[src/rtl/core/cr55_pkg.sv]
// ============================================================================
// cr55_pkg
// Shared types, register codes and helpers of the circulant Ramsey(5,5)
// witness checker: command and status bundles between controller and datapath.
// ============================================================================
package cr55_pkg;

    localparam int DEG_W = 6;
    localparam int VC_W  = 7;
    localparam int CFG_W = 7;
    localparam int IDX_W = 2;

    typedef logic [IDX_W-1:0] cfg_idx_t;

    localparam cfg_idx_t CFG_VERTEX_COUNT = 2'd0;
    localparam cfg_idx_t CFG_MIN_DEGREE   = 2'd1;
    localparam cfg_idx_t CFG_MAX_DEGREE   = 2'd2;

    // Search depth of the shared pick unit.
    typedef logic [1:0] lvl_t;

    localparam lvl_t LVL_A = 2'd0;
    localparam lvl_t LVL_B = 2'd1;
    localparam lvl_t LVL_C = 2'd2;

    typedef struct packed {
        logic load;
        logic start;
        logic init_far;
        logic step;
        lvl_t level;
        logic publish;
        logic hit;
    } cmd_t;

    typedef struct packed {
        logic in_range;
        logic a_empty;
        logic b_empty;
        logic c_empty;
        logic found;
    } status_t;

    // Population count of a 32-bit word as a five-level adder tree.
    function automatic logic [DEG_W-1:0] pop32(input logic [31:0] v);
        logic [31:0] x;
        x = v - ((v >> 1) & 32'h5555_5555);
        x = (x & 32'h3333_3333) + ((x >> 2) & 32'h3333_3333);
        x = (x + (x >> 4)) & 32'h0F0F_0F0F;
        x = x + (x >> 8);
        x = x + (x >> 16);
        return x[DEG_W-1:0];
    endfunction

endpackage

[src/rtl/core/cr55_datapath.sv]
// ============================================================================
// cr55_datapath
// Edge vector, degree, candidate sets of the three search depths and the
// shared pick-and-rotate unit, plus the result register.
// ============================================================================
module cr55_datapath
    import cr55_pkg::*;
#(
    parameter int MAX_VERTICES = 64
)
(
    input  logic                                 clk,
    input  cmd_t                                 cmd,
    input  logic [$clog2(MAX_VERTICES+1)-1:0]    n_eff,
    input  logic [DEG_W-1:0]                     min_degree,
    input  logic [DEG_W-1:0]                     max_degree,
    input  logic [31:0]                          distance_set,
    output status_t                              status,
    output logic                                 hit,
    output logic [DEG_W-1:0]                     degree,
    output logic                                 degree_in_range
);

    localparam int V    = MAX_VERTICES;
    localparam int VW   = $clog2(V);
    localparam int NW   = $clog2(V + 1);
    localparam int HALF = V / 2;

    logic [V-1:0]     e_reg, e_next;
    logic [V-1:0]     adj_reg, adj_next;
    logic [V-1:0]     pa_reg, pa_next;
    logic [V-1:0]     pb_reg, pb_next;
    logic [V-1:0]     pc_reg, pc_next;
    logic [DEG_W-1:0] deg_reg, deg_next;
    logic             hit_reg;
    logic [DEG_W-1:0] degree_reg;
    logic             in_range_reg;

    logic [NW-1:0]    half;
    logic [V-1:0]     low_vec;
    logic [V-1:0]     rev_vec;
    logic [V-1:0]     mirror;
    logic [V-1:0]     nmask;
    logic [V-1:0]     nonedge;
    logic             mid;
    logic [DEG_W:0]   deg_wide;
    logic             in_range;

    logic [V-1:0]     sel;
    logic [V-1:0]     rest;
    logic [V-1:0]     row;
    logic [V-1:0]     nbr;
    logic [VW-1:0]    pick;

    // Edge vector: distance d lands at bit d, its mirror at bit n-d.
    always_comb
    begin
        half    = n_eff >> 1;
        low_vec = '0;
        for (int i = 0; i < HALF; i++)
        begin
            low_vec[i] = (NW'(i) < half) & distance_set[i];
        end
        for (int i = 0; i < V; i++)
        begin
            rev_vec[i] = low_vec[V-1-i];
            nmask[i]   = NW'(i) < n_eff;
        end
        mirror   = rev_vec >> (NW'(V) - n_eff);
        e_next   = (low_vec << 1) | mirror;
        // The middle distance of an even graph is its own mirror.
        mid      = !n_eff[0] && low_vec[VW'(half - NW'(1))];
        deg_wide = {pop32(32'(low_vec[HALF-1:0])), 1'b0} - (DEG_W+1)'(mid);
        deg_next = deg_wide[DEG_W-1:0];
        nonedge  = ~e_reg & nmask & ~V'(1);
        in_range = (deg_reg >= min_degree) && (deg_reg <= max_degree);
    end

    // Shared unit: take the lowest candidate, drop it, and keep the rest
    // that is adjacent to it. Row v of a circulant graph is row 0 rotated by v.
    always_comb
    begin
        case (cmd.level)
            LVL_A:   sel = pa_reg;
            LVL_B:   sel = pb_reg;
            default: sel = pc_reg;
        endcase
        pick = '0;
        for (int i = V - 1; i >= 0; i--)
        begin
            if (sel[i])
            begin
                pick = VW'(i);
            end
        end
        rest = sel & (sel - V'(1));
        row  = ((adj_reg << pick) | (adj_reg >> (n_eff - NW'(pick)))) & nmask;
        nbr  = rest & row;
    end

    always_comb
    begin
        adj_next = adj_reg;
        pa_next  = pa_reg;
        pb_next  = pb_reg;
        pc_next  = pc_reg;
        if (cmd.start)
        begin
            adj_next = e_reg;
            pa_next  = e_reg;
        end
        else if (cmd.init_far)
        begin
            adj_next = nonedge;
            pa_next  = nonedge;
        end
        else if (cmd.step)
        begin
            case (cmd.level)
                LVL_A:
                begin
                    pa_next = rest;
                    pb_next = nbr;
                end
                LVL_B:
                begin
                    pb_next = rest;
                    pc_next = nbr;
                end
                default:
                begin
                    pc_next = rest;
                end
            endcase
        end
    end

    always_ff @(posedge clk)
    begin
        if (cmd.load)
        begin
            e_reg   <= e_next;
            deg_reg <= deg_next;
        end
        adj_reg <= adj_next;
        pa_reg  <= pa_next;
        pb_reg  <= pb_next;
        pc_reg  <= pc_next;
        if (cmd.publish)
        begin
            hit_reg      <= cmd.hit;
            degree_reg   <= deg_reg;
            in_range_reg <= in_range;
        end
    end

    assign status.in_range = in_range;
    assign status.a_empty  = (pa_reg == '0);
    assign status.b_empty  = (pb_reg == '0);
    assign status.c_empty  = (pc_reg == '0);
    assign status.found    = (nbr != '0);

    assign hit             = hit_reg;
    assign degree          = degree_reg;
    assign degree_in_range = in_range_reg;

endmodule

[config.mk]
export PLATFORM = sky130hd
export DESIGN_NAME = cr55_datapath
export DESIGN_NICKNAME = d
export VERILOG_FILES = /design/src/rtl/core/cr55_pkg.sv /design/src/rtl/core/cr55_datapath.sv
export SDC_FILE = /design/constraint.sdc
export NUM_CORES = 2
export LEC_CHECK = 0
export ABC_CLOCK_PERIOD_IN_PS = 8250
export BUFFER_PORTS_ARGS = -buffer_cell sky130_fd_sc_hd__buf_2
export CAP_MARGIN = 0
export CORE_MARGIN = 5
export CORE_UTILIZATION = 25
export DETAILED_ROUTE_END_ITERATION = 6
export GPL_ROUTABILITY_DRIVEN = 0
export MAX_ROUTING_LAYER = met4
export PLACE_DENSITY = 0.5
export SLEW_MARGIN = 15
export SYNTH_ARGS = -nofsm -noshare
export SYNTH_HDL_FRONTEND = slang
export SYNTH_SLANG_ARGS = --single-unit
[constraint.sdc]
create_clock -name clk -period 8.25 [get_ports clk]
set_clock_uncertainty 0.2 [all_clocks]
set_input_delay 0.825 -clock clk [delete_from_list [all_inputs] [get_ports clk]]
set_output_delay 0.825 -clock clk [all_outputs]
set_load 0.05 [all_outputs]
==> flow_summary.ini <==
[outcome]
outcome = complete, but fails checks
violations = DRC, setup timing

[pwr]
ir_worst_vdd_v = 0.000453
p_leak_nw = 17.1
p_per_area_mw_per_mm2 = 274
total_power_mw = 11.6

[drt]
drc = 11
wl_per_cell_microns = 29.0
first_pass_iters = 7
drt_iter0_markers = 5775
avgViaCountPerCell = 5.84
via_count = 36300
wirelength_microns = 180000
ant_nets = 0

[global_routing]
grt_pass1_vias = 33700
antenna_found_initial = 8
grt_max_degree = 80
grt_pass1_wl_microns = 250000
grt_overflow_total = 0
grt.total_usage_pct = 25.8

[placed_design]
place_hpwl_microns = 141000
placed_area_sq_mm = 0.0395
dp.cells = 6045
portBuffers = 72
dp_worst_setup_slack_ns = -0.918

[job]
maxCapViolCount = 0

[cells_and_area]
synthToLayoutAreaGrowth_pct = 30.4
fin_nets = 4597
postLayoutCoreUtil_pct = 32.7
instances_no_fill = 6207
fin_area_sq_mm = 0.0423
num-fill-cells = 13500
layout-drive-gt1-share_pct = 28.2
multi_input_area_sq_mm = 0.0217
ff_latch_area_sq_mm = 0.00997

[sta]
slew_viol_final = 0
finalHoldViolCount = 0
grt_setup_unrepaired = true
tns_ns = -1.09
relSlewSlack_pct = 8.64
finalCriticalPeriod_ns = 8.61
fmax_mhz = 116
fin_crit_sh_pct = 104
setup_slack_ns = -0.365
hold_ws_ns = 0.200
tightestPinTransition_ns = 1.36
setup_viol = 5

[critical_path]
cp_slowest_cell = fa_4
required_ns = 7.22
crit_type = reg2out
path_max_fanout = 8
worstSetupStartpointType = flip-flop
end_kind = primary output
cpPeakStageDelay_ns = 0.63
arrival_ns = 7.59

[yosys]
synth.cell_area_sq_mm = 0.0324
ys.flop_type = edfxtp_1
post-synth-top-count-cell = nand2_1
synth_warnings = 0
syn-instance-count = 3778
synth_top_area_share_pct = 30.7
synth-seq-cells = 332
syn_nets = 3951
synth_area_leaders = edfxtp_1 (31%), mux2i_1 (12%), nand2_1 (6.4%)
synth-edff-count = 332
yosys-top-cells-count = nand2_1 (552), mux2i_1 (380), o21ai_0 (371), nor2_1 (353), edfxtp_1 (332)
synthArstFlopShare_pct = 0
ys_types = 106
synth.avg_cell_area_sq_um = 8.59
yosys.area.top_type = edfxtp_1
synth-seq-area-share_pct = 30.7

[die]
start_util_pct = 25.1
fp.dieW_microns = 370
coreArea_sq_mm = 0.129
die_area_sq_mm = 0.137
dieHeight_microns = 370
io-pin-count = 73
fp-row-count = 132

[cts]
htree_num_levels = 2
clk_latency_ns = 0.64
clk_pin_slew_ns = 0.06
cts_sinks = 332
clockBufferDepth = 3
cts_root_buf = clkbuf_16
numCtsBuffers = 42
cts_tree = done
hold_buffers = 0

[hold_path]
hold_class = in2reg
## report_power, final
part           leakage, nW  internal [mW]  switching [mW]
Combinational         13.2           3.38            3.85
Sequential            3.27           2.18           0.274
Clock                0.655           1.05           0.874
## cell type report
cell class / instances / share of cell area [%]
tap: 1742 / 5.15
clock buffer: 45 / 2.51
inverter: 70 / 0.651
clock inverter: 32 / 0.754
timing repair buffer: 868 / 15.9
sequential: 332 / 23.6
multi-input combinational: 3110 / 51.4
antenna: 8 / 0.0473
## final timing paths
check	start	end	slack [ns]	cells past startpoint
setup / recovery	pa_reg[11]	status[0]	-0.36	30
hold / removal	cmd[0]	hit	0.20	1
setup reg to reg	pa_reg[11]	pb_reg[7]	-0.21	46
hold reg to reg	deg_reg[0]	degree[0]	0.26	0
## cell usage in the layout, fill, tap and decap left out, types with 13 or more instances in the layout
master | synthesis | final
o21ai_2 | 3 | 18
buf_12 | 1 | 22
mux2i_4 | 4 | 16
nand3_1 | 91 | 89
nor2_1 | 353 | 349
a21o_1 | 47 | 46
fa_1 | 16 | 15
a21oi_2 | 0 | 18
a31oi_1 | 39 | 37
inv_1 | 62 | 60
a211oi_1 | 42 | 35
clkbuf_16 | 0 | 43
o21a_1 | 30 | 29
buf_4 | 12 | 766
mux2i_1 | 380 | 350
o211ai_1 | 25 | 25
xnor2_1 | 43 | 36
nand4_1 | 30 | 30
nor2b_1 | 20 | 19
o21ai_0 | 371 | 342
nand2b_1 | 30 | 30
mux2_2 | 60 | 58
and3_1 | 17 | 17
nand2_1 | 552 | 546
o22ai_1 | 26 | 25
xor2_1 | 21 | 18
o21ai_1 | 39 | 52
edfxtp_1 | 332 | 332
mux4_2 | 70 | 70
o221ai_1 | 18 | 18
mux2i_2 | 5 | 23
or3_1 | 64 | 63
nor4_1 | 72 | 68
o21bai_1 | 17 | 17
a21oi_1 | 241 | 222
nor3_1 | 68 | 63
ha_1 | 97 | 95
or2_2 | 13 | 13
and2_1 | 14 | 14
buf_2 | 47 | 67
## layer usage
| layer | vias up | GRT usage [%] | share of wire [%] |
|---|---|---|---|
| li1 | 15500 | - | - |
| met1 | 17300 | 31.7 | 38 |
| met2 | 2728 | 37.7 | 42 |
| met3 | 719 | 7.48 | 12 |
| met4 | 0 | 15.3 | 8.1 |
| met5 | - | - | 0 |
## critical path: cells and delay by family (launching register included)
family | cells | cell delay, ns
buffers and inverters | 8 | 1.07
AOI/OAI and AO/OA | 8 | 1.65
muxes | 2 | 0.37
adders and majority gates | 2 | 0.78
DFF | 1 | 0.50
and+or+nand+nor | 10 | 2.58
## repair_timing
action | CTS | global route
pin swaps | 45 | 25
resized for setup | 138 | 42
buffers inserted | 70 | 5
gates cloned | 4 | 1
endpoints found under the setup margin | 1 | 6
hold endpoints to repair | 0 | 0
## logic make-up (layout without fill, tap and decap cells)
group / count (synthesis) / count (layout) / share of synthesized area [%]
AO/OA/AOI/OAI: 1038 / 1038 / 19.5
XOR/XNOR: 64 / 64 / 1.73
adder cells (fa/ha/maj): 113 / 113 / 4.73
buffers and inverters: 336 / 1015 / 4.78
flip-flops: 332 / 332 / 30.7
multiplexers: 523 / 523 / 19.3
other: 0 / 8 / 0
AND/OR/NAND/NOR: 1372 / 1372 / 19.3
(Power assumes the default switching activity.)
